--- src/hdl/blzd_pkg.sv ---
`timescale 1ns / 1ps

package blzd_pkg;

    // Depth of the history window; must hold the largest distance (4098).
    localparam int WINDOW_DEPTH = 8192;
    localparam int ADDR_W       = $clog2(WINDOW_DEPTH);

    localparam int LEN_W  = 5;
    localparam int DIST_W = 13;
    localparam int CAP_W  = 32;

    localparam int CMDQ_DEPTH = 4;
    localparam int CMDQ_AW    = $clog2(CMDQ_DEPTH);

    // Command kinds passed from the parser to the output engine.
    localparam logic [1:0] CMD_LIT  = 2'd0;
    localparam logic [1:0] CMD_COPY = 2'd1;
    localparam logic [1:0] CMD_STAT = 2'd2;

    // Status codes of a result word.
    localparam logic [1:0] STAT_OK    = 2'd0;
    localparam logic [1:0] STAT_TRUNC = 2'd1;
    localparam logic [1:0] STAT_FULL  = 2'd2;
    localparam logic [1:0] STAT_DIST  = 2'd3;

    typedef struct packed {
        logic [1:0]        kind;
        logic [7:0]        data;  // literal byte, or status code in the low bits
        logic [LEN_W-1:0]  len;
        logic [DIST_W-1:0] distance;
        logic              last;
    } t_cmd;

    function automatic logic [ADDR_W-1:0] ptr_inc(input logic [ADDR_W-1:0] a);
        logic [ADDR_W-1:0] res;
        if (a == ADDR_W'(WINDOW_DEPTH - 1)) begin
            res = '0;
        end else begin
            res = a + ADDR_W'(1);
        end
        return res;
    endfunction

endpackage

--- src/hdl/blzd_cmd_fifo.sv ---
`timescale 1ns / 1ps

module blzd_cmd_fifo (
    input  logic           i_clk,
    input  logic           i_rst_n,
    input  logic           i_push,
    input  blzd_pkg::t_cmd i_cmd,
    output logic           o_full,
    output logic           o_valid,
    output blzd_pkg::t_cmd o_cmd,
    input  logic           i_pop
);

    blzd_pkg::t_cmd                r_mem [blzd_pkg::CMDQ_DEPTH];
    logic [blzd_pkg::CMDQ_AW-1:0]  r_wr, r_rd;
    logic [blzd_pkg::CMDQ_AW:0]    r_count;
    logic                          do_push, do_pop;

    assign o_full  = (r_count == (blzd_pkg::CMDQ_AW + 1)'(blzd_pkg::CMDQ_DEPTH));
    assign o_valid = (r_count != '0);
    assign o_cmd   = r_mem[r_rd];
    assign do_push = i_push && !o_full;
    assign do_pop  = i_pop && o_valid;

    always_ff @(posedge i_clk) begin
        if (do_push) begin
            r_mem[r_wr] <= i_cmd;
        end
    end

    always_ff @(posedge i_clk) begin
        if (!i_rst_n) begin
            r_wr    <= '0;
            r_rd    <= '0;
            r_count <= '0;
        end else begin
            if (do_push) begin
                r_wr <= r_wr + blzd_pkg::CMDQ_AW'(1);
            end
            if (do_pop) begin
                r_rd <= r_rd + blzd_pkg::CMDQ_AW'(1);
            end
            if (do_push && !do_pop) begin
                r_count <= r_count + (blzd_pkg::CMDQ_AW + 1)'(1);
            end else if (do_pop && !do_push) begin
                r_count <= r_count - (blzd_pkg::CMDQ_AW + 1)'(1);
            end
        end
    end

endmodule

--- config.mk ---
export PLATFORM = sky130hd
export DESIGN_NAME = blzd_cmd_fifo
export DESIGN_NICKNAME = d
export VERILOG_FILES = /design/src/hdl/blzd_pkg.sv /design/src/hdl/blzd_cmd_fifo.sv
export SDC_FILE = /design/constraint.sdc
export NUM_CORES = 1
export LEC_CHECK = 0
export BUFFER_PORTS_ARGS = -buffer_cell sky130_fd_sc_hd__buf_2
export CORE_MARGIN = 3
export CORE_UTILIZATION = 56
export CTS_CLUSTER_DIAMETER = 30
export CTS_CLUSTER_SIZE = 30
export DETAILED_ROUTE_END_ITERATION = 8
export GPL_ROUTABILITY_DRIVEN = 0
export PLACE_DENSITY = 0.76
export SLEW_MARGIN = 25
export SYNTH_ARGS = -nofsm -noshare
export SYNTH_HDL_FRONTEND = slang
export SYNTH_SLANG_ARGS = --single-unit
export TNS_END_PERCENT = 100
--- constraint.sdc ---
create_clock -name i_clk -period 2.2 [get_ports i_clk]
set_input_delay 0.22 -clock i_clk [delete_from_list [all_inputs] [get_ports i_clk]]
set_output_delay 0.22 -clock i_clk [all_outputs]
set_load 0.01 [all_outputs]
# Word level (Yosys, flattened, before mapping)

Memories as Yosys holds them, arrays and structs flattened. A register that Yosys moved wholly into a read port is not among the register bits.
Cells that the tools add are included.

Register bits: 7
RAM bits: 116
Input bits: 33
Output and inout port bits: 31
Logic and storage cells: 24
Memories: 1

Memory list:

| memory | depth | bits a word | rd ports | clocked after memory_dff | write ports | RTL line            | source |
|---|---|---|---|---|---|---|---|
| r_mem  | 4     | 29          | 1        | 1                        | 1           | blzd_cmd_fifo.sv:14 | `blzd_pkg::t_cmd r_mem [blzd_pkg::CMDQ_DEPTH];` |

$add $sub $neg: 4
Eq/ne operators: 1
Mux-type cells: 6
Reductions and logical operators: 9

Operator list:

| cell                | number |
|---|---|
| $mux 3              | 2 |
| $add 2x1->2 const B | 2 |
| $logic_and 1x1->1   | 4 |
| $mux 2              | 2 |
| $add 3x1->3 const B | 1 |
| $eq 3x3->1 const B  | 1 |
| $logic_not 1->1     | 3 |
| $reduce_bool 3->1   | 1 |
| $sub 3x1->3 const B | 1 |
| $mux 1              | 2 |
| $reduce_bool 2->1   | 1 |

# Depth between registers and ports, before layout

Gate-level depths: netlist (run 1).

Depth in word-level cells: 7
Gate-level depth with buffers: 9
Gate-level depth less buffers: 8

# Least setup slack after synthesis (run 1)

No wires, ideal clock.

Kind: register to register
Start: register r_count[0] (netlist bit)
End: register r_count[2] (netlist bit)
Library setup time: 0.076 ns
Data arrival time: 1.971 ns
Required time: 2.124 ns
Slack: 0.153 ns
Stages on the path, launching flop included: 10
Buffers on the path: 1
Clock period less this slack: 2.047 ns
Cells stage by stage: dfxtp_1 -> nor3b_2 -> nor2b_1 -> buf_2 -> ha_1 -> inv_1 -> fa_1 -> xor2_1 -> or3_1 -> a21boi_0

Longest elaborated chain between the ends: 6
Elaborated cells on any way between the ends: 14
Those cells by class: add/sub: 2; eq/ne: 1; mux: 2; reduce/logical: 9

RTL lines:

| element                            | RTL line            | source |
|---|---|---|
| from (decl)                        | blzd_cmd_fifo.sv:16 | `logic [blzd_pkg::CMDQ_AW:0] r_count;` |
| from (signal assigned)             | blzd_cmd_fifo.sv:44 | `r_count <= r_count + (blzd_pkg::CMDQ_AW + 1)'(1);` |
| from (signal assigned)             | blzd_cmd_fifo.sv:46 | `r_count <= r_count - (blzd_pkg::CMDQ_AW + 1)'(1);` |
| $eq 3x3->1 *                       | blzd_cmd_fifo.sv:19 | `assign o_full = (r_count == (blzd_pkg::CMDQ_AW + 1)'(blzd_pkg::CMDQ_DEPTH));` |
| net o_full                         | blzd_cmd_fifo.sv:8  | `output logic o_full,` |
| $logic_not 1->1 *                  | blzd_cmd_fifo.sv:22 | `assign do_push = i_push && !o_full;` |
| $logic_and 1x1->1 *                | blzd_cmd_fifo.sv:22 |  |
| net do_push                        | blzd_cmd_fifo.sv:17 | `logic do_push, do_pop;` |
| $logic_not 1->1                    | blzd_cmd_fifo.sv:45 | `end else if (do_pop && !do_push) begin` |
| $logic_and 1x1->1                  | blzd_cmd_fifo.sv:45 |  |
| $reduce_bool 2->1 (no source line) | --                  |  |

The timed path passes the listed nets; every way through them passes the cells marked *. The select of a mux whose other input is x is not followed.
A chain may end at the register's enable or synchronous reset.

==> results.yml, run 1 <==
layout:
  diodes: 0
  postLayoutCoreUtil: 0.759
  fillers: 436
  fin_nets: 352
  regArea_um2: 3670
  drive_above_1_share: 0.404
  syn2layout_area_growth_pct: 28.7
  multi_input_area_um2: 943
synth:
  synth.avg_cell_area_um2: 23.5
  yosysWarnings: 0
  yosysTopAreaCellShare: 0.745
  ys_seq_area_frac: 0.783
  netlist_area_um2: 4680
  synth_top_area_cell: "edfxtp_1"
  yosys_register_bits: 125
  syn_nets: 238
  yosys.cell_types.count: 24
  synth.area.top_cells: "edfxtp_1 (74%), mux4_2 (13%), dfxtp_1 (3.9%), ha_1 (1.3%), and2_1 (1.1%)"
  netlist_instances: 199
detailed_routing:
  route.met2.wl_um: 4960
  wl_um: 9060
  top_layer: "met4"
  detail-route-antenna-nets: 0
  vias_per_cell: 5.47
  drc_errors: 0
  met1Wirelength_um: 3620
  wire_per_inst_um: 21.3
  num_vias: 2332
  dr_wl_met3_um: 369
  first_pass_iters: 4
  drt-initial-drc-count: 125
floorplan:
  fp.dieW_um: 97.4
  fp.coreArea_um2: 7930
  initial_core_util: 0.590
  dieArea_um2: 9480
  fp-row-count: 32
  ios: 64
  die_y_um: 97.4
grt:
  grt_overflow_total: 0
  antenna_found_initial: 0
  grtUsageTotal: 0.199
  grt_max_degree: 30
  grt_pass1_vias: 2553
  grt_pass1_wl_um: 14000
setup_path:
  rr_startpoint: "r_count[1]$_SDFFE_PN0P_"
  critical_path.max_stage_delay_ns: 0.57
  r2r_setup_slack_ns: 0.13
  rr_worst_depth: 7
  crit_path_max_fanout: 10
  critical_path.top_delay_family: "flip-flops"
  cp_num_buf_inv: 2
  cp-end-kind: "primary output"
  crit_path_top_delay_cell: "dfxtp_1"
  cp.arrival_ns: 1.89
  reg2reg_to: "r_count[2]$_SDFFE_PN0P_"
  crit_type: "flip-flop to primary output"
  crit_required_ns: 1.98
  crit_chain: "buf_4, mux4_2, buf_2"
  cp-start-kind: "flip-flop"
timing:
  rsz0062_at_grt: "false"
  setup_ws_ns: 0.0926
  fin_hold_ws_ns: 0.0542
  fin_crit_ns: 2.11
  maxSlewViolCount: 0
  tns_ns: 0
  finalHoldViolations: 0
  tightest_slew_ns: 0.419
  finalCritPeriodShare: 0.958
  relSlewSlack: 0.720
  fmax_mhz: 475
  clock_skew_ns: 0.00833
  setup-violations-final: 0
clocking:
  clock-root-buffer: "clkbuf_8"
  insertion_delay_ns: 0.50
  post-cts-setup-buffer-count: 0
  path_clk_slew_ns: 0.05
  numClockSinks: 125
  cts_tree: "yes"
  cts_buffers: 17
  ctsHtreeMaxLevel: 4
  clock_path_buffers: 2
power:
  p_int_mw: 5.24
  pwr-share-comb: 0.232
  switching_power_mw: 1.81
  seq_power_share: 0.434
  p_sw_frac: 0.257
  pwr-share-clk: 0.334
  p_per_area_nw_per_um2: 1170
  leakagePower_nw: 2.11
  vdd_drop_max_mv: 0.733
  power_mw: 7.05
status:
  outcome: "complete, no violations"
placement:
  post-dp-hpwl_um: 5020
  dp_slack_ns: 0.0695
  port-buffer-count: 63
hold_path:
  hold_depth: 2
  worstHoldPathType: "primary input to flip-flop"
  hp-start: "i_rst_n"
flow_run:
  cap_viol_max_count: 0
## final cells by class
| class | instances | share of cell area |
|---|---|---|
| timing repair buffer | 103 | 0.127 |
| clock inverter | 9 | 0.0123 |
| sequential | 125 | 0.610 |
| inverter | 3 | 0.00187 |
| multi-input combinational | 63 | 0.157 |
| clock buffer | 21 | 0.0713 |
| tap | 102 | 0.0212 |
## Yosys cell counts
cell type / count
edfxtp_1: 116
buf_2: 3
buf_6: 1
buf_4: 1
and2_1: 8
nand2_1: 4
nor3b_2: 1
o31ai_2: 1
inv_1: 3
mux4_2: 28
mux4_1: 1
mux2i_1: 3
a21boi_0: 1
clkbuf_1: 2
buf_12: 1
or3_1: 2
xor2_1: 1
ha_1: 5
fa_1: 1
o21ai_0: 1
nor2b_1: 2
xnor2_1: 3
o311ai_1: 1
dfxtp_1: 9
## layout by cell type (no fill, tap or decap), drive strengths merged
cell           n
edfxtp       116
buf           73
dlygate4sd3   29
mux4          29
clkbuf        22
dfxtp          9
and2           8
ha             5
clkinv         5
nand2          4
inv            3
xnor2          3
mux2i          3
clkinvlp       3
or3            2
nor2b          2
nor3b          1
o31ai          1
o311ai         1
xor2           1
o21ai          1
a21boi         1
fa             1
bufinv         1
## cells by family (layout without fill, tap and decap cells)
logic type      Yosys count  after routing  synth area share
compound gates            4              4           0.00722
xor+xnor                  4              4           0.00749
fa+ha+maj                 6              6            0.0177
buf+inv                  11            136            0.0155
flops                   125            125             0.783
mux                      32             32             0.147
simple gates             17             17            0.0219
## worst max-delay path by stage
stage | cells after the start | start | slack, ns | endpoint
after detailed placement | 8 | r_count[0]$_SDFFE_PN0P_ | 0.07 | r_count[2]$_SDFFE_PN0P_
final | 3 | flip-flop | 0.09 | o_cmd[6]
after global placement | 7 | r_count[1]$_SDFFE_PN0P_ | 0.20 | r_count[2]$_SDFFE_PN0P_
after global routing | 3 | flip-flop | 0.03 | o_cmd[14]
after floorplan | 9 | r_count[0]$_SDFFE_PN0P_ | 0.15 | r_count[2]$_SDFFE_PN0P_
after CTS | 3 | flip-flop | 0.04 | o_cmd[14]
## stage by stage
| step | area, um2 | instances |
|---|---|---|
| final | 6020 | 426 |
| after floorplan | 4680 | 199 |
| after global routing | 6020 | 426 |
| after global placement | 5180 | 366 |
| after CTS | 5980 | 425 |
| after detailed placement | 5180 | 366 |
## power by group through the flow
| stage | Sequential (mW) | Clock, mW | Combinational [mW] |
|---|---|---|---|
| 6_report | 3.06 | 2.36 | 1.63 |
| 5_1_grt | 3.09 | 2.52 | 1.75 |
| 4_1_cts | 3.04 | 2.40 | 1.60 |
| 3_5_place_dp | 3.08 | 0 | 1.54 |
| 3_3_place_gp | 3.06 | 0 | 1.51 |
| 2_1_floorplan | 3.02 | 0 | 1.07 |
## metal layers
| metal | vias to the layer above | track usage |
|---|---|---|
| li1 | 1052 | - |
| met3 | 12 | 0.0524 |
| met2 | 65 | 0.342 |
| met1 | 1203 | 0.250 |
| met4 | 0 | 0.0650 |
| met5 | - | 0 |
## repair_timing
| item | CTS | global route |
|---|---|---|
| gates cloned | 0 | 1 |
| gates resized for setup | 1 | 4 |
| hold buffers | 29 | 0 |
| endpoints found under the hold margin | 116 | 0 |
| setup endpoints to repair | 2 | 2 |
## sequential cells by signal, indices dropped and copies added, names as in the netlist, named ones only
signal / cells
r_count: 3
r_mem: 116
r_rd: 2
r_wr: 2
No activity file was read; power rests on OpenSTA's default activity.
==> run 2: changes to the inputs <==
- GPL_TIMING_DRIVEN: not set -> 0
==> run 2 against run 1 <==
Critical path depth rose by 1. Sequential share of layout area down 0.51 points. Sequential power fell by 1%. Cell area is 0.75% higher. Non-clock buffer count grew 1. Setup slack worse by 0.0025 ns. Via count decreased by 1.1%. Clock-buffer cell count down 3. Die area is the same. Combinational power grew 3%. Global-route usage hardly changed. Clock power increased by 4%. Critical path type unchanged. Largest cell class unchanged. Highest routed layer unchanged.
==> results.yml, run 2 (same netlist as run 1, synthesis figures left out) <==
timing:
  fin_hold_ws_ns: 0.117
  setup-violations-final: 0
  finalHoldViolations: 0
  relSlewSlack: 0.686
  fin_crit_ns: 2.11
  maxSlewViolCount: 0
  tightest_slew_ns: 0.471
  rsz0062_at_grt: "true"
  setup_ws_ns: 0.0901
  fmax_mhz: 474
  tns_ns: 0
  clock_skew_ns: 0.00473
  finalCritPeriodShare: 0.959
layout:
  largest_reg_flops: 116
  drive_above_1_share: 0.409
  top_regs: "r_mem: 116 flops, r_count: 3 flops"
  layout.cells.non_filler: 427
  final_cell_mix: "edfxtp_1 (116), buf_2 (62), dlygate4sd3_1 (29)"
  layout_commonest_cell: "edfxtp_1"
  postLayoutCoreUtil: 0.765
  syn2layout_area_growth_pct: 29.6
  fin_nets: 353
  diodes: 0
  fillers: 445
  largest_register: "r_mem"
  fin_area_um2: 6060
detailed_routing:
  wl_um: 8690
  drt-initial-drc-count: 88
  num_vias: 2307
  wire_per_inst_um: 20.3
  drc_errors: 0
  vias_per_cell: 5.40
  detail-route-antenna-nets: 0
  first_pass_iters: 4
floorplan:
  initial_core_util: 0.590
  fp.dieW_um: 97.4
  ios: 64
  dieArea_um2: 9480
  fp-row-count: 32
  die_y_um: 97.4
  fp.coreArea_um2: 7930
clocking:
  clock_path_buffers: 2
  ctsHtreeMaxLevel: 4
  clock-root-buffer: "clkbuf_8"
  cts_buffers: 17
  insertion_delay_ns: 0.50
  numClockSinks: 125
  path_clk_slew_ns: 0.05
  cts_tree: "yes"
setup_path:
  critical_path.top_delay_family: "multiplexers"
  cp-end-kind: "primary output"
  cp.arrival_ns: 1.89
  crit_type: "flip-flop to primary output"
  cp.depth: 4
  endpoint: "o_cmd[8]"
  crit_path_max_fanout: 10
  rr_worst_depth: 7
  crit_required_ns: 1.98
  critical_path.max_stage_delay_ns: 0.51
  reg2reg_to: "r_count[2]$_SDFFE_PN0P_"
  r2r_setup_slack_ns: 0.17
  cp-start-kind: "flip-flop"
  rr_startpoint: "r_count[1]$_SDFFE_PN0P_"
  crit_chain: "buf_12, buf_12, mux4_2, buf_2"
  cp_num_buf_inv: 3
  crit_path_top_delay_cell: "mux4_2"
  crit_top_cell: "buf_12"
status:
  outcome: "complete, no violations"
placement:
  dp_cells: 367
  postPlaceCellArea_um2: 5220
  port-buffer-count: 62
  post-dp-hpwl_um: 4890
  dp_slack_ns: 0.0191
hold_path:
  worstHoldPathType: "primary input to flip-flop"
  hp-start: "i_rst_n"
  hold_depth: 2
power:
  leakagePower_nw: 2.14
  power_mw: 7.15
  vdd_drop_max_mv: 0.814
  p_per_area_nw_per_um2: 1180
flow_run:
  cap_viol_max_count: 0
grt:
  grt_max_degree: 23
  grt_pass1_vias: 2565
  grt_pass1_wl_um: 14000
  grtUsageTotal: 0.200
  antenna_found_initial: 0
  grt_overflow_total: 0
==> run 2: cell count changes in the layout (fill, tap and decap cells not counted), sizes merged <==
cell / before / now
buf: 73 / 71
clkinv: 5 / 9
bufinv: 1 / 2
clkinvlp: 3 / 1
==> run 2: layer usage <==
| layer | vias up | track usage | part of all wire |
|---|---|---|---|
| li1 | 1059 | - | - |
| met5 | - | 0 | 0 |
| met3 | 5 | 0.0739 | 0.047 |
| met2 | 66 | 0.330 | 0.54 |
| met1 | 1177 | 0.246 | 0.41 |
| met4 | 0 | 0.0660 | 0.0066 |
==> run 2: report_power, final <==
group	internal [mW]	total, mW	switching, mW
Sequential	2.90	3.02	0.116
Combinational	0.886	1.68	0.798
Clock	1.56	2.46	0.893
==> run 2: area by class of cell <==
class | count | area [um2] | area share
inverter | 3 | 11.3 | 0.00186
clock buffer | 18 | 418 | 0.0689
tap | 102 | 128 | 0.0210
buffer | 8 | 78.8 | 0.0130
multi-input combinational | 63 | 946 | 0.156
timing repair buffer | 96 | 711 | 0.117
clock inverter | 12 | 105 | 0.0173
sequential | 125 | 3670 | 0.605
==> run 2: worst register-to-register path: cells and delay by family (launching register included) <==
family / cells / cell delay, ns
AOI/OAI and AO/OA: 2 / 0.46
and+or+nand+nor: 1 / 0.31
xor gates and xnor gates: 1 / 0.16
adders and majority gates: 2 / 0.61
DFF: 1 / 0.36
buffers and inverters: 1 / 0.06
==> run 2: worst min-delay path by stage <==
| stage | slack (ns) | to |
|---|---|---|
| detailed placement | 0.44 | r_mem[2][16]$_DFFE_PP_ |
| finish | 0.12 | r_count[1]$_SDFFE_PN0P_ |
| CTS | 0.11 | r_count[2]$_SDFFE_PN0P_ |
| global placement | 0.43 | r_mem[3][14]$_DFFE_PP_ |
| floorplan | 0.32 | r_mem[0][0]$_DFFE_PP_ |
| global route | 0.14 | r_count[1]$_SDFFE_PN0P_ |
==> run 2: timing repair <==
item	in CTS	in global routing
setup buffers	0	1
hold buffers	29	0
setup endpoints to repair	7	11
gates resized for setup	2	8
endpoints found under the hold margin	116	0
==> run 3: changes to the inputs <==
- CORE_UTILIZATION: 56 -> 45
- MAX_ROUTING_LAYER: not set -> met4
- PLACE_DENSITY: 0.76 -> 0.63
==> run 3 against run 2 <==
Setup slack gained 0.010 ns. Core utilization shrank 14 points. Clock power grew 28%. Clock skew grew 0.0048 ns. Power grew 9.2%. Sequential share of layout area shrank 1.8 points. Cell count grew 7.7%. Cell area grew 3.2%. Die area grew 23%.
==> results.yml, run 3 (same netlist as run 1, synthesis figures left out) <==
detailed_routing:
  drt-initial-drc-count: 127
  vias_per_cell: 4.92
  first_pass_iters: 4
  drc_errors: 0
  wl_um: 8080
  wire_per_inst_um: 17.6
  num_vias: 2265
  detail-route-antenna-nets: 0
power:
  power_mw: 7.81
  vdd_drop_max_mv: 0.733
  leakagePower_nw: 2.21
  p_int_mw: 5.95
  seq_power_share: 0.384
  pwr-share-clk: 0.404
  pwr-share-comb: 0.212
  switching_power_mw: 1.86
  p_sw_frac: 0.238
  p_per_area_nw_per_um2: 1250
clocking:
  numClockSinks: 125
  clock_path_buffers: 2
  cts_buffers: 17
  insertion_delay_ns: 0.51
  path_clk_slew_ns: 0.06
  ctsHtreeMaxLevel: 4
  clock-root-buffer: "clkbuf_8"
  cts_tree: "yes"
timing:
  clock_skew_ns: 0.00955
  rsz0062_at_grt: "false"
  fin_hold_ws_ns: 0.112
  fin_crit_ns: 2.10
  tns_ns: 0
  tightest_slew_ns: 0.469
  finalHoldViolations: 0
  setup_ws_ns: 0.100
  finalCritPeriodShare: 0.954
  setup-violations-final: 0
  maxSlewViolCount: 0
  relSlewSlack: 0.687
  fmax_mhz: 476
layout:
  diodes: 0
  postLayoutCoreUtil: 0.628
  layout_commonest_cell: "edfxtp_1"
  fillers: 703
  syn2layout_area_growth_pct: 33.7
  drive_above_1_share: 0.434
  fin_area_um2: 6250
  regArea_um2: 3670
  largest_reg_flops: 116
  fin_nets: 353
  largest_register: "r_mem"
  top_regs: "r_mem: 116 flops, r_count: 3 flops"
  layout.cells.non_filler: 460
  final_cell_mix: "edfxtp_1 (116), buf_2 (63), dlygate4sd3_1 (29)"
  multi_input_area_um2: 948
setup_path:
  cp-end-kind: "primary output"
  cp-start-kind: "flip-flop"
  crit_type: "flip-flop to primary output"
  crit_required_ns: 1.98
  crit_path_max_fanout: 10
  cp.arrival_ns: 1.88
floorplan:
  fp.coreArea_um2: 9950
  die_y_um: 108
  fp-row-count: 36
  fp.dieW_um: 108
  dieArea_um2: 11700
  ios: 64
  initial_core_util: 0.470
flow_run:
  cap_viol_max_count: 0
grt:
  grt_pass1_wl_um: 13300
  grt_pass1_vias: 2506
  antenna_found_initial: 0
  grt_overflow_total: 0
  grt_max_degree: 24
  grtUsageTotal: 0.162
placement:
  dp_slack_ns: 0.00314
  postPlaceCellArea_um2: 5250
  port-buffer-count: 62
  post-dp-hpwl_um: 5040
  dp_cells: 398
hold_path:
  worstHoldPathType: "primary input to flip-flop"
status:
  outcome: "complete, no violations"
run 3: changes by cell type in the layout (fill, tap and decap cells not counted), sizes merged:
cell	before	now
buf	71	73
clkbuf	22	19
inv	3	4
bufinv	2	7
clkinv	9	5
clkinvlp	1	2
run 3: path summary, 6_finish.rpt:
path / end / startpoint / slack (ns) / depth (start not counted)
min reg2reg: r_wr[1]$_SDFFE_PN0P_ / r_wr[1]$_SDFFE_PN0P_ / 0.50 / 2
min: r_wr[1]$_SDFFE_PN0P_ / i_rst_n / 0.11 / 3
max reg2reg: r_count[2]$_SDFFE_PN0P_ / r_count[1]$_SDFFE_PN0P_ / 0.14 / 7
max: o_cmd[11] / flip-flop / 0.10 / 4
run 3: critical path: stages, from the launching register on:
cell and delay [ns]:
dfxtp_1 0.32, buf_2 0.28, buf_4 0.26, mux4_2 0.34, buf_2 0.16
run 3: layer usage:
metal	wire [um]	track usage
met5	0	-
met4	98	0.0577
met3	402	0.0567
met2	4070	0.250
met1	3510	0.201
run 3: cell type report:
cell class | instances | share of cell area
buffer | 8 | 0.0122
clock buffer | 17 | 0.0662
clock inverter | 15 | 0.0428
inverter | 3 | 0.00180
multi-input combinational | 63 | 0.152
sequential | 125 | 0.586
tap | 133 | 0.0266
timing repair buffer | 96 | 0.112
run 3: what timing repair did:
| action | 4_1_cts | 5_1_grt |
|---|---|---|
| resized for setup | 3 | 8 |
| cloned | 0 | 0 |
| hold endpoints to repair | 116 | 0 |
| endpoints found under the setup margin | 4 | 18 |
| setup buffers | 0 | 1 |
| hold buffers | 29 | 0 |
run 3: power groups by stage:
stage               registers [mW]  logic, mW  clock network, mW
finish                        3.00       1.65               3.16
global route                  3.03       1.81               3.32
CTS                           3.00       1.67               3.20
detailed placement            3.04       1.61                  0
global placement              3.04       1.55                  0
floorplan                     3.02       1.07                  0
