--- config.mk ---
export PLATFORM = sky130hd
export DESIGN_NAME = blzd_front
export DESIGN_NICKNAME = d
export VERILOG_FILES = /design/src/hdl/blzd_pkg.sv /design/src/hdl/blzd_front.sv
export SDC_FILE = /design/constraint.sdc
export NUM_CORES = 1
export LEC_CHECK = 0
export BUFFER_PORTS_ARGS = -buffer_cell sky130_fd_sc_hd__buf_2
export CAP_MARGIN = 5
export CORE_MARGIN = 2
export CORE_UTILIZATION = 40
export CTS_CLUSTER_SIZE = 28
export DETAILED_ROUTE_END_ITERATION = 10
export GPL_TIMING_DRIVEN = 0
export PLACE_DENSITY = 0.56
export SETUP_SLACK_MARGIN = 0.3
export SLEW_MARGIN = 20
export SYNTH_ARGS = -nofsm -noshare
export SYNTH_HDL_FRONTEND = slang
export SYNTH_SLANG_ARGS = --single-unit
--- constraint.sdc ---
create_clock -name i_clk -period 6.6 [get_ports i_clk]
set_clock_uncertainty 0.1 [all_clocks]
set_input_delay 0.66 -clock i_clk [delete_from_list [all_inputs] [get_ports i_clk]]
set_output_delay 0.66 -clock i_clk [all_outputs]
set_load 0.005 [all_outputs]
--- src/hdl/blzd_pkg.sv ---
`timescale 1ns / 1ps

package blzd_pkg;

    // Depth of the history window; must hold the largest distance (4098).
    localparam int WINDOW_DEPTH = 8192;
    localparam int ADDR_W       = $clog2(WINDOW_DEPTH);

    localparam int LEN_W  = 5;
    localparam int DIST_W = 13;
    localparam int CAP_W  = 32;

    localparam int CMDQ_DEPTH = 4;
    localparam int CMDQ_AW    = $clog2(CMDQ_DEPTH);

    // Command kinds passed from the parser to the output engine.
    localparam logic [1:0] CMD_LIT  = 2'd0;
    localparam logic [1:0] CMD_COPY = 2'd1;
    localparam logic [1:0] CMD_STAT = 2'd2;

    // Status codes of a result word.
    localparam logic [1:0] STAT_OK    = 2'd0;
    localparam logic [1:0] STAT_TRUNC = 2'd1;
    localparam logic [1:0] STAT_FULL  = 2'd2;
    localparam logic [1:0] STAT_DIST  = 2'd3;

    typedef struct packed {
        logic [1:0]        kind;
        logic [7:0]        data;  // literal byte, or status code in the low bits
        logic [LEN_W-1:0]  len;
        logic [DIST_W-1:0] distance;
        logic              last;
    } t_cmd;

    function automatic logic [ADDR_W-1:0] ptr_inc(input logic [ADDR_W-1:0] a);
        logic [ADDR_W-1:0] res;
        if (a == ADDR_W'(WINDOW_DEPTH - 1)) begin
            res = '0;
        end else begin
            res = a + ADDR_W'(1);
        end
        return res;
    endfunction

endpackage

--- src/hdl/blzd_front.sv ---
`timescale 1ns / 1ps

module blzd_front (
    input  logic                        i_clk,
    input  logic                        i_rst_n,
    input  logic [blzd_pkg::CAP_W-1:0]  i_capacity,
    input  logic                        i_tvalid,
    output logic                        o_tready,
    input  logic [7:0]                  i_tdata,
    input  logic                        i_tlast,
    input  logic                        i_q_full,
    output logic                        o_push,
    output blzd_pkg::t_cmd              o_cmd
);

    localparam logic [1:0] PH_FLAG  = 2'd0;
    localparam logic [1:0] PH_TOKEN = 2'd1;
    localparam logic [1:0] PH_REF2  = 2'd2;

    logic [1:0]                       r_phase, n_phase;
    logic [7:0]                       r_flags, n_flags;
    logic [2:0]                       r_bit, n_bit;
    logic [7:0]                       r_first, n_first;
    logic [blzd_pkg::CAP_W-1:0]       r_produced, n_produced;
    logic                             r_failed, n_failed;

    logic                             acc;
    logic                             clear;
    logic [blzd_pkg::LEN_W-1:0]       ref_len;
    logic [blzd_pkg::DIST_W-1:0]      ref_dist;
    logic [blzd_pkg::CAP_W-1:0]       room;

    assign o_tready = !i_q_full;
    assign acc      = i_tvalid && o_tready;
    assign ref_len  = blzd_pkg::LEN_W'(3) + {1'b0, r_first[7:4]};
    assign ref_dist = blzd_pkg::DIST_W'(3) + {1'b0, r_first[3:0], i_tdata};
    assign room     = i_capacity - r_produced;

    always_comb begin
        n_phase    = r_phase;
        n_flags    = r_flags;
        n_bit      = r_bit;
        n_first    = r_first;
        n_produced = r_produced;
        n_failed   = r_failed;
        clear      = 1'b0;
        o_push     = 1'b0;
        o_cmd      = '0;
        o_cmd.last = i_tlast;

        if (acc) begin
            if (r_failed) begin
                clear = i_tlast;
            end else begin
                unique case (r_phase)
                    PH_FLAG: begin
                        if (i_tlast) begin
                            o_push       = 1'b1;
                            o_cmd.kind   = blzd_pkg::CMD_STAT;
                            o_cmd.data   = {6'd0, blzd_pkg::STAT_OK};
                            clear        = 1'b1;
                        end else begin
                            n_flags = i_tdata;
                            n_bit   = '0;
                            n_phase = PH_TOKEN;
                        end
                    end
                    PH_TOKEN: begin
                        if (r_flags[3'd7 - r_bit]) begin
                            if (i_tlast) begin
                                o_push     = 1'b1;
                                o_cmd.kind = blzd_pkg::CMD_STAT;
                                o_cmd.data = {6'd0, blzd_pkg::STAT_TRUNC};
                                clear      = 1'b1;
                            end else begin
                                n_first = i_tdata;
                                n_phase = PH_REF2;
                            end
                        end else if (r_produced >= i_capacity) begin
                            o_push     = 1'b1;
                            o_cmd.kind = blzd_pkg::CMD_STAT;
                            o_cmd.data = {6'd0, blzd_pkg::STAT_FULL};
                            o_cmd.last = 1'b1;
                            clear      = i_tlast;
                            n_failed   = !i_tlast;
                        end else begin
                            o_push     = 1'b1;
                            o_cmd.kind = blzd_pkg::CMD_LIT;
                            o_cmd.data = i_tdata;
                            n_produced = r_produced + blzd_pkg::CAP_W'(1);
                            n_bit      = r_bit + 3'd1;
                            n_phase    = (n_bit == 3'd0) ? PH_FLAG : PH_TOKEN;
                            clear      = i_tlast;
                        end
                    end
                    default: begin
                        // Second reference byte; the unused phase code lands here too.
                        o_push = 1'b1;
                        if (room < blzd_pkg::CAP_W'(ref_len)) begin
                            o_cmd.kind = blzd_pkg::CMD_STAT;
                            o_cmd.data = {6'd0, blzd_pkg::STAT_FULL};
                            o_cmd.last = 1'b1;
                            clear      = i_tlast;
                            n_failed   = !i_tlast;
                        end else if (blzd_pkg::CAP_W'(ref_dist) > r_produced) begin
                            o_cmd.kind = blzd_pkg::CMD_STAT;
                            o_cmd.data = {6'd0, blzd_pkg::STAT_DIST};
                            o_cmd.last = 1'b1;
                            clear      = i_tlast;
                            n_failed   = !i_tlast;
                        end else begin
                            o_cmd.kind     = blzd_pkg::CMD_COPY;
                            o_cmd.len      = ref_len;
                            o_cmd.distance = ref_dist;
                            n_produced     = r_produced + blzd_pkg::CAP_W'(ref_len);
                            n_bit          = r_bit + 3'd1;
                            n_phase        = (n_bit == 3'd0) ? PH_FLAG : PH_TOKEN;
                            clear          = i_tlast;
                        end
                    end
                endcase
            end

            if (clear) begin
                n_phase    = PH_FLAG;
                n_flags    = '0;
                n_bit      = '0;
                n_first    = '0;
                n_produced = '0;
                n_failed   = 1'b0;
            end
        end
    end

    always_ff @(posedge i_clk) begin
        if (!i_rst_n) begin
            r_phase    <= PH_FLAG;
            r_flags    <= '0;
            r_bit      <= '0;
            r_first    <= '0;
            r_produced <= '0;
            r_failed   <= 1'b0;
        end else begin
            r_phase    <= n_phase;
            r_flags    <= n_flags;
            r_bit      <= n_bit;
            r_first    <= n_first;
            r_produced <= n_produced;
            r_failed   <= n_failed;
        end
    end

endmodule

* Word-level counts from Yosys, hierarchy flattened
Cells that the tools add are included. W data, S select, Z words.
Storage, ports and cells: bits in registers 54, input port bits 45, output and inout bits 31, logic and storage cells 113
Operators by class: $add $sub $neg 7, $lt $le $gt $ge 4, eq/ne operators 13, mux-type cells 69, reduce and logical (&&, ||, !) cells 14
Operators with widths (count):
- $mux W32 | 6
- $mux W8 | 8
- $pmux W32 S2 | 1
- $mux W29 | 2
- $mux W18 | 3
- $mux W10 | 5
- $add A32 B1 Y32 const B | 1
- $add A32 B5 Y32 | 1
- $ge A32 B32 Y1 | 1
- $gt A13 B32 Y1 | 1
- $lt A32 B5 Y1 | 1
- $sub A32 B32 Y32 | 1
- $mux W3 | 7
- $reduce_and A7 Y1 | 3
- $mux W2 | 10
- $pmux W10 S2 | 1
- $mux W1 | 19
- $add A2 B12 Y13 const A | 1
- $ne A3 B3 Y1 const B | 3
- $ne A4 B1 Y1 const B | 2
- $ne A4 B4 Y1 const B | 2
- $pmux W1 S2 | 4
- $ne A3 B1 Y1 const B | 2
- $pmux W3 S2 | 1
- other kinds (17) | 21

* Logic depth before layout (Yosys ltp)
Gate-level depths: netlist of run 1.
word-level depth 9, mapped depth 20, gate-level depth less buffers 18

* Least setup slack after synthesis of run 1
Ideal clock, no wire load.
kind in2out, start input i_capacity[0] in the netlist's numbering, end output o_cmd[28] in the netlist's numbering, data arrival time 4.098 ns, slack 1.742 ns, stages on the path 18, buffers on the path 1, path through inv_1 ha_1 fa_1 and2b_1 o21a_1 nor2_1 xnor2_1 ha_1 o21ai_0 o22ai_1 a2111oi_0 nand4_1 a2111o_1 or4_1 nor3_1 a21oi_1 clkbuf_1 nor3b_1
RTL lines:
- start, declared | RTL line blzd_front.sv:6 | input logic [blzd_pkg::CAP_W-1:0] i_capacity,
- end, declared | RTL line blzd_front.sv:13 | output blzd_pkg::t_cmd o_cmd

==> metrics, run 1 <==
static leakage=~0.0029 uW; Storage cell area=1081 sq um; Post-Syn Area per Cell=7.543 sq um; Yosys cell types=about 80; Total GRT Usage=23.15%; Synth-to-Final Area Change=12.84%; Inst Count DP=1073; RSZ-0062 raised after global routing=false; Cell Area, Synth=6110 sq um; worst skew pair latency=300 ps; # fillers=1592; DR vias=6279; Peak VDD IR=approximately 120 uV; ys flop type=dfxtp_1; CP required=slightly below 6000 ps; Fin Setup TNS=0 ps; CORE AREA=15090 sq um; DRT antenna net count=0; Fmax=roughly 170 MHz; GR Util met3=under 10%; busiest grt layer=met2; number of buffers created by CTS=5; Multi-input gate area=between 4000 and 5000 sq um; Tcrit/Tclk final=between 80% and 90%; Synth Warn #=0; final hold vios=0; Worst Setup Path Type=flop to primary output; drt drc=0; syn nets=roughly 920; Max Slew Vio Count=0; WL/cell=17.80 um; Critical Path Source=r_produced[1]; final cell count without fillers=~1100; vias in the first global route=5805; die area=16280 sq um; WP data arrival=slightly above 5000 ps; Pre-antenna DRT Iters=5; CTS sink count=between 50 and 60; largest net degree at the start of global routing=16; vias per inst=5.814; actual slew at the worst max-slew pin=between 900 and 1000 ps; initial core utilization=40.49%; Worst-path clk slew=roughly 70 ps; relative slew slack=between 30% and 40%; Crit. End Element=primary output; register area share after synthesis=between 15 and 20%; initial antenna violation count=0; grt ovf=0; first-pass GRT wire length=30320 um; GP Congestion=0.8684; met1 GRT Util=31.32%; Hold Crit Class=flop to flop; CTS tree=built; CTS max path bufs=2; Power Dens Cells=between 100 and 150 nW/um^2; r2r startpoint=r_produced[1]; Initial DRC Count=428; CP startpoint kind=flop; IO Port Bufs=between 70 and 80; H-tree depth=2; row cnt=45; Async SR Flop Fraction=0%; Setup Viol. Count Final=0; minimum clock period=around 5900 ps; Hold Crit Start=r_produced[10]; fin util=between 40% and 50%; Horiz. Die Dim=127.6 um; root buf cell=clkbuf_16; number of synthesized flops with an enable pin=0; Critical Path Fanout Max=10; # diodes=0; Die H=around 130 um; I/O pins=76; CTS hold repair buffers=0; Post-Route WL=19230 um; detailed placement HPWL=15710 um; Cells after Synth=~800; share of layout cells above drive strength 1=approximately 15%; GRT met2 Usage=40.30%; Final nets=between 900 and 1000; Max-Cap Viols=0; Seq cells post-synth=54; status=complete, no violations; Hold Worst Slack=399.0 ps
[critical path, stage by stage (launching register included)]
cell       delay [ps]
dfxtp_1           530
inv_1             130
ha_1              310
nand2b_1          120
nand2b_1           70
a21oi_1           170
xnor2_1           100
ha_1              210
a2111oi_0         420
o22ai_1           210
a2111oi_0         340
nand4_1           180
a2111o_1          380
or4_1             470
nor3_2            330
a21oi_1           220
clkbuf_1          260
nor3b_1           240
buf_2             140
[placed cells by master (no fill, tap or decap), types with 12 or more instances in the layout]
cell type	instances
or3_1	24
nor3_1	22
a21oi_1	70
nor2_1	51
nand2_1	62
ha_1	58
nor2b_1	33
o21a_1	14
o21ai_0	47
nand3_1	24
xor2_1	12
inv_1	52
dfxtp_1	54
and3_1	28
clkbuf_1	16
buf_2	76
mux2i_1	17
a21o_1	16
nand4_1	19
xnor2_1	17
[cell type report]
| cell class | count | share of cell area (%) |
|---|---|---|
| plain buffers | 35 | 3.975 |
| clock buffers | 6 | 2.015 |
| clock inverters | 1 | 0.4356 |
| inverters | 52 | 2.831 |
| multi-input cells | 669 | 66.21 |
| flip-flops and latches | 54 | 15.68 |
| well taps | 188 | 3.412 |
| repair buffers | 75 | 5.445 |
[state kept, by name (all words and copies together), names as in the netlist]
| name | flops |
|---|---|
| r_phase | 2 |
| r_failed | 1 |
| r_produced | 32 |
| r_bit | 3 |
| r_first | 8 |
| r_flags | 8 |
[stage by stage]
step	total power [uW]	setup slack, ps	cell area [sq um]
3_3_place_gp	603.3	714.2	6720
5_1_grt	953.3	311.7	6894
2_1_floorplan	525.8	1742	6110
4_1_cts	913.1	588.4	6889
6_report	912.7	694.6	6894
3_5_place_dp	602.9	689.6	6720
[kinds of logic after synthesis]
family	Yosys count	share of synthesized area (%)
fa+ha+maj	60	12.53
mux	21	3.891
buf+inv	87	7.680
flops	54	17.69
compound gates	235	25.27
xor+xnor	29	4.157
simple gates	324	28.77
[where the power goes]
| part | switching (uW) | total [uW] | internal, uW |
|---|---|---|---|
| Clock | 126 | 314 | 188 |
| Sequential | 3.81 | 333 | 329 |
| Combinational | 156 | 266 | 109 |
[synth_stat cells, types with 19 or more instances]
| cell type | n | area, sq um |
|---|---|---|
| nand2_1 | 62 | 232.7 |
| or3_1 | 24 | 150.1 |
| a21oi_1 | 70 | 350.3 |
| nor2b_1 | 33 | 206.5 |
| nor2_1 | 51 | 191.4 |
| o21ai_0 | 47 | 235.2 |
| ha_1 | 58 | 725.7 |
| and3_1 | 28 | 175.2 |
| nor3_1 | 23 | 115.1 |
| dfxtp_1 | 54 | 1081 |
| nand4_1 | 19 | 118.9 |
| nand3_1 | 24 | 120.1 |
| inv_1 | 52 | 195.2 |
[worst paths after layout]
kind | to | cells after the start | slack, ps
max reg2reg | r_produced[2] | 19 | 1420
min reg2reg | r_produced[10] | 2 | 400
max | o_cmd[28] | 18 | 690
min | r_produced[10] | 2 | 400
[per-layer routing]
metal | vias to the layer above | wire (um)
met5 | - | 0
li1 | 3155 | -
met2 | 134 | 9294
met4 | 0 | 244
met1 | 2975 | 9071
met3 | 15 | 618
[what timing repair did]
action | CTS | global route
buffers inserted | 0 | 0
setup endpoints to repair | 0 | 11
hold endpoints to repair | 0 | 0
resized for setup | 0 | 1
No activity file was read; power rests on OpenSTA's default activity.
==> run 2, diff against run 1 <==
--- a/config.mk
+++ b/config.mk
@@ -12,6 +12,7 @@
 export CTS_CLUSTER_SIZE = 28
 export DETAILED_ROUTE_END_ITERATION = 10
 export GPL_TIMING_DRIVEN = 0
+export MAX_ROUTING_LAYER = met4
 export PLACE_DENSITY = 0.56
 export SETUP_SLACK_MARGIN = 0.3
 export SLEW_MARGIN = 20
==> run 2 against run 1 <==
Die area stayed put. Global-route usage rose by 0.69 points. Sequential power is essentially flat. Cell count stayed put. Worst setup slack improved by 73 ps. Clock power fell by 1%. Utilization hardly changed. Maximum frequency increased by 1.2%. Via count shrank 0.24%. First-iteration DRC count up 14%. Non-clock buffer count is the same. Count of clock-buffer cells in the layout unchanged.
==> metrics, run 2 (synthesized netlist as in run 1, its figures left out) <==
Worst R2R Setup Slack=1480 ps (was 1420 ps); die area=16280 sq um (unchanged); Die H=127.6 um (unchanged); Pre-antenna DRT Iters=6 (was 5); Hold Crit Start=r_produced[10] (unchanged); I/O pins=76 (unchanged); DR vias=6264 (was 6279); WP data arrival=5070 ps (was 5150 ps); Peak VDD IR=120.8 uV (was 122.3 uV); Multi-input gate area=4566 sq um (was 4564 sq um); CTS hold repair buffers=0 (unchanged); final hold vios=0 (unchanged); Max stage delay on crit path=530 ps (about the same); CTS sink count=54 (unchanged); largest net degree at the start of global routing=16 (unchanged); Inst Count DP=1073 (unchanged); Horiz. Die Dim=127.6 um (unchanged); Fin Setup TNS=0 ps (unchanged); Power Total=909.3 uW (was 912.7 uW); r2r startpoint=r_produced[1] (unchanged); CP max-delay cell=dfxtp_1 (unchanged); Max Slew Vio Count=0 (unchanged); actual slew at the worst max-slew pin=986.9 ps (was 982.2 ps); CORE AREA=15090 sq um (unchanged); minimum clock period=5833 ps (was 5905 ps); IO Port Bufs=75 (unchanged); Max-Cap Viols=0 (unchanged); Worst-path clk slew=70 ps (about the same); initial core utilization=40.49% (unchanged); DRT antenna net count=0 (unchanged); biggest regs=r_produced: 32 flops, r_first: 8 flops, r_flags: 8 flops (unchanged); Setup Viol. Count Final=0 (unchanged); Worst Hold End=r_produced[10] (unchanged); worst reg-to-reg path cell count=19 (unchanged); grt ovf=0 (unchanged); first-pass GRT wire length=30330 um (was 30320 um); max reg flops=32 (unchanged); drt drc=0 (unchanged); Final nets=997 (unchanged); RSZ-0062 raised after global routing=false (unchanged); most frequent cells in the layout=buf_2, a21oi_1, nand2_1 (unchanged); # diodes=0 (unchanged); share of layout cells above drive strength 1=14.69% (unchanged); number of buffers created by CTS=5 (unchanged); GP Congestion=0.8825 (was 0.8684); detailed placement HPWL=15710 um (unchanged); H-tree depth=2 (unchanged); Power Dens Cells=131.9 nW/um^2 (was 132.4 nW/um^2); Crit. End Element=primary output (unchanged); Total GRT Usage=23.84% (was 23.15%); CTS tree=built (unchanged); Fmax=171.4 MHz (was 169.3 MHz); hold depth=2 (unchanged); relative slew slack=33.76% (was 34.08%); vias in the first global route=5812 (was 5805); Synth-to-Final Area Change=12.86% (was 12.84%); FF-to-FF End=r_produced[2] (unchanged); WL/cell=17.81 um (was 17.80 um); commonest non-fill, non-tap cell in the layout=buf_2 (unchanged); final cell count without fillers=1080 (unchanged); worst skew pair latency=300 ps (about the same); Hold Worst Slack=398.9 ps (was 399.0 ps); row cnt=45 (unchanged); Critical Path Fanout Max=10 (unchanged); Worst Setup Path Type=flop to primary output (unchanged); static leakage=0.002865 uW (about the same); CP startpoint kind=flop (unchanged); # fillers=1594 (was 1592); Initial DRC Count=490 (was 428); CTS max path bufs=2 (unchanged); Top reg by flops=r_produced (unchanged); initial antenna violation count=0 (unchanged); Storage cell area=1081 sq um (unchanged); CP required=5840 ps (about the same); Hold Crit Class=flop to flop (unchanged); worst-path cell chain=inv_1 -> ha_1 -> nand2b_1 -> nand2b_1 -> a21oi_1 -> xnor2_1 -> ha_1 -> a2111oi_1 -> o22ai_1 -> a2111oi_0 -> nand4_1 -> a2111o_1 -> or4_1 -> nor3_2 -> a21oi_1 -> clkbuf_1 -> nor3b_1 -> buf_2 (was inv_1 -> ha_1 -> nand2b_1 -> nand2b_1 -> a21oi_1 -> xnor2_1 -> ha_1 -> a2111oi_0 -> o22ai_1 -> a2111oi_0 -> nand4_1 -> a2111o_1 -> or4_1 -> nor3_2 -> a21oi_1 -> clkbuf_1 -> nor3b_1 -> buf_2); Post-Route WL=19230 um (about the same); status=complete, no violations (unchanged); root buf cell=clkbuf_16 (unchanged); Tcrit/Tclk final=88.37% (was 89.48%); vias per inst=5.800 (was 5.814)
[run 2: cell count changes in the layout (fill, tap and decap cells not counted)]
cell,delta
a2111oi_0,-1
a2111oi_1,+1
[run 2: layer usage]
layer | track usage (%) | vias to the layer above | routed length [um]
met3 | 1.968 | 15 | 694
met1 | 31.29 | 2959 | 8991
met2 | 40.36 | 142 | 9302
li1 | - | 3148 | -
met4 | 4.848 | 0 | 242
met5 | - | - | 0
[run 2: timing repair]
item                                    CTS  global route
gates resized for setup                   0             2
buffers inserted                          0             0
endpoints found under the setup margin    0            11
[run 2: stage by stage]
| stage | cell area [sq um] | util [%] | setup WS (ps) |
|---|---|---|---|
| 5_1_grt | 6895 | 45.70 | 379.0 |
| 3_5_place_dp | 6720 | 44.54 | 689.6 |
| 4_1_cts | 6889 | 45.66 | 588.4 |
| 3_3_place_gp | 6720 | 44.54 | 714.2 |
| 2_1_floorplan | 6110 | - | 1742 |
| 6_report | 6895 | 45.70 | 767.3 |
[run 2: layout make-up]
type                    instances  area share (%)
multi-input cells             669           66.21
flip-flops and latches         54           15.68
repair buffers                 75           5.444
plain buffers                  35           3.974
well taps                     188           3.411
inverters                      52           2.831
clock buffers                   6           2.014
clock inverters                 1          0.4355
[run 2: power by group]
part	total, uW	switching, uW	internal [uW]
Combinational	266	156	109
Sequential	333	3.79	329
Clock	310	123	188
Total	909	283	626
[run 2: critical path: cells and delay by family, from the launching register on]
family	cells	cell delay, ps
DFF	1	530
and+or+nand+nor	6	1420
buffers and inverters	3	540
AOI/OAI and AO/OA	6	1660
xor gates and xnor gates	1	100
adders and majority gates	2	520
[run 2: worst max-delay path by stage]
stage                     depth (start not counted)        end  slack, ps           from
after floorplan                                  18  o_cmd[28]       1740  i_capacity[0]
after global placement                           20  o_cmd[28]        710  i_capacity[0]
after detailed placement                         17  o_cmd[28]        690  i_capacity[0]
after CTS                                        18  o_cmd[28]        590  r_produced[1]
after global routing                             18  o_cmd[28]        380  r_produced[1]
final                                            18  o_cmd[28]        770  r_produced[1]
==> run 3, diff against run 2 <==
--- a/config.mk
+++ b/config.mk
@@ -8,12 +8,12 @@
 export BUFFER_PORTS_ARGS = -buffer_cell sky130_fd_sc_hd__buf_2
 export CAP_MARGIN = 5
 export CORE_MARGIN = 2
-export CORE_UTILIZATION = 40
+export CORE_UTILIZATION = 51
 export CTS_CLUSTER_SIZE = 28
 export DETAILED_ROUTE_END_ITERATION = 10
 export GPL_TIMING_DRIVEN = 0
 export MAX_ROUTING_LAYER = met4
-export PLACE_DENSITY = 0.56
+export PLACE_DENSITY = 0.69
 export SETUP_SLACK_MARGIN = 0.3
 export SLEW_MARGIN = 20
 export SYNTH_ARGS = -nofsm -noshare
==> run 3 against run 2 <==
Largest power group unchanged. Non-clock buffer count unchanged. Die area is 21% lower. Critical path depth up 2. Design area shrank 1.3%. Largest cell class unchanged.
==> metrics, run 3 (synthesized netlist as in run 1, its figures left out) <==
root buf cell=clkbuf_16 (unchanged); final cell count without fillers=1035 (was 1080); CTS tree=built (unchanged); CTS hold repair buffers=0 (unchanged); Post-CTS Setup Inserts=0 (unchanged); Die H=113.5 um (was 127.6 um); Worst R2R Setup Slack=1460 ps (was 1480 ps); max reg flops=32 (unchanged); actual slew at the worst max-slew pin=904.0 ps (was 986.9 ps); static leakage=0.002852 uW (was 0.002865 uW); Peak VDD IR=135.9 uV (was 120.8 uV); Critical Path Fanout Max=3 (was 10); CORE AREA=11560 sq um (was 15090 sq um); vias in the first global route=6254 (was 5812); grt ovf=0 (unchanged); Hold Crit Class=flop to flop (unchanged); Total GRT Usage=31.09% (was 23.84%); Crit. End Element=primary output (unchanged); number of buffers created by CTS=5 (unchanged); vias per inst=6.250 (was 5.800); detailed placement HPWL=16010 um (was 15710 um); Placed Area=6664 sq um (was 6720 sq um); design area=6803 sq um (was 6895 sq um); Max Slew Vio Count=0 (unchanged); Crit path max-delay family=simple AND/OR/NAND/NOR gates (was compound AO/OA/AOI/OAI gates); worst skew pair latency=300 ps (about the same); first-pass GRT wire length=31380 um (was 30330 um); share of layout cells above drive strength 1=14.57% (was 14.69%); CP max-delay cell=or4_1 (was dfxtp_1); Max stage delay on crit path=480 ps (was 530 ps); Fmax=167.4 MHz (was 171.4 MHz); drt drc=0 (unchanged); Setup Viol. Count Final=0 (unchanged); IO Port Bufs=75 (unchanged); Worst-path clk slew=70 ps (about the same); initial core utilization=52.83% (was 40.49%); Synth-to-Final Area Change=11.35% (was 12.86%); Top reg by flops=r_produced (unchanged); WP data arrival=5210 ps (was 5070 ps); minimum clock period=5973 ps (was 5833 ps); Horiz. Die Dim=113.5 um (was 127.6 um); H-tree depth=2 (unchanged); Tcrit/Tclk final=90.50% (was 88.37%); largest net degree at the start of global routing=17 (was 16); CTS max path bufs=2 (unchanged); worst-path cell chain=buf_2 -> inv_1 -> ha_1 -> fa_1 -> and2b_1 -> o21a_1 -> nor2_1 -> xnor2_1 -> ha_1 -> o21ai_0 -> o22ai_1 -> a2111oi_0 -> nand4_1 -> a2111o_1 -> or4_1 -> nor3_1 -> a21boi_0 -> nand2b_1 -> a21oi_1 -> buf_2 (was inv_1 -> ha_1 -> nand2b_1 -> nand2b_1 -> a21oi_1 -> xnor2_1 -> ha_1 -> a2111oi_1 -> o22ai_1 -> a2111oi_0 -> nand4_1 -> a2111o_1 -> or4_1 -> nor3_2 -> a21oi_1 -> clkbuf_1 -> nor3b_1 -> buf_2); status=complete, no violations (unchanged); Post-Route WL=19690 um (was 19230 um); GP Congestion=0.9270 (was 0.8825); Hold Worst Slack=408.7 ps (was 398.9 ps); CTS sink count=54 (unchanged); # diodes=0 (unchanged); initial antenna violation count=0 (unchanged); Worst Setup Path Type=input port to primary output (was flop to primary output); CP required=5840 ps (about the same); relative slew slack=39.33% (was 33.76%); Pre-antenna DRT Iters=5 (was 6); Initial DRC Count=644 (was 490); CP startpoint kind=input port (was flop); Crit path buffers/inverters=3 (unchanged); row cnt=39 (was 45); WL/cell=19.02 um (was 17.81 um); DR vias=6469 (was 6264); fin util=58.82% (was 45.70%); RSZ-0062 raised after global routing=false (unchanged); most frequent cells in the layout=buf_2, a21oi_1, nand2_1 (unchanged); Power Dens Cells=126.4 nW/um^2 (was 131.9 nW/um^2); # resized after CTS=0 (unchanged); I/O pins=76 (unchanged); final hold vios=0 (unchanged); Inst Count DP=1028 (was 1073); Fin Setup TNS=0 ps (unchanged); Max-Cap Viols=0 (unchanged); biggest regs=r_produced: 32 flops, r_first: 8 flops, r_flags: 8 flops (unchanged); DRT antenna net count=0 (unchanged); commonest non-fill, non-tap cell in the layout=buf_2 (unchanged); Final nets=997 (unchanged); die area=12870 sq um (was 16280 sq um)
[run 3: cell count changes in the layout (fill, tap and decap cells not counted)]
| cell | change |
|---|---|
| a2111oi_0 | +1 |
| inv_6 | +1 |
| clkinv_2 | +1 |
| a2111oi_1 | -1 |
| nor3_2 | -1 |
| bufinv_16 | -1 |
| nor3_1 | +1 |
| clkbuf_8 | -1 |
[run 3: layout make-up]
cell class / count / area [sq um]
Clock inverter: 2 / 13.76
Fill cell: 1122 / 4762
Buffer: 35 / 274.0
Clock buffer: 5 / 125.1
Multi-Input combinational cell: 669 / 4559
Timing Repair Buffer: 75 / 375.4
Inverter: 52 / 195.2
Sequential cell: 54 / 1081
Tap cell: 143 / 178.9
[run 3: metal layers]
| layer | track usage, % | wire [um] |
|---|---|---|
| met1 | 41.61 | 9206 |
| met2 | 50.06 | 8859 |
| met3 | 4.198 | 1192 |
| met4 | 7.561 | 429 |
| met5 | - | 0 |
[run 3: stage by stage]
step / setup slack (ps) / power, uW
after floorplan: 1742 / 525.8
after global placement: 847.7 / 594.1
after detailed placement: 839.0 / 599.8
after CTS: 802.1 / 859.0
after global routing: 465.4 / 903.1
final: 627.1 / 859.8
[run 3: final timing paths]
| path | to | cells after the start | startpoint |
|---|---|---|---|
| setup / recovery | o_cmd[0] | 20 | i_capacity[0] |
| setup reg to reg | r_produced[2] | 19 | r_produced[0] |
| hold reg to reg | r_produced[10] | 2 | r_produced[10] |
| hold / removal | r_produced[10] | 2 | r_produced[10] |
[run 3: where the power goes]
| part | internal, uW | leakage (uW) | switching (uW) |
|---|---|---|---|
| registers | 329 | 0.000436 | 3.90 |
| clock network | 140 | 0.0000701 | 121 |
| logic | 109 | 0.00235 | 157 |
| total | 578 | 0.00285 | 282 |
[run 3: worst reg2reg max path, stage by stage, from the launching register on]
cell,delay (ps)
dfxtp_1,370
ha_1,230
fa_1,410
and2b_1,260
o21a_1,120
nor2_1,50
xnor2_1,250
ha_1,270
o21ai_0,70
o22ai_1,80
a2111oi_0,430
nand4_1,210
a2111o_1,410
or4_1,480
or4b_4,580
nand3_2,170
buf_6,170
buf_6,150
nor3_1,60
o21a_1,190
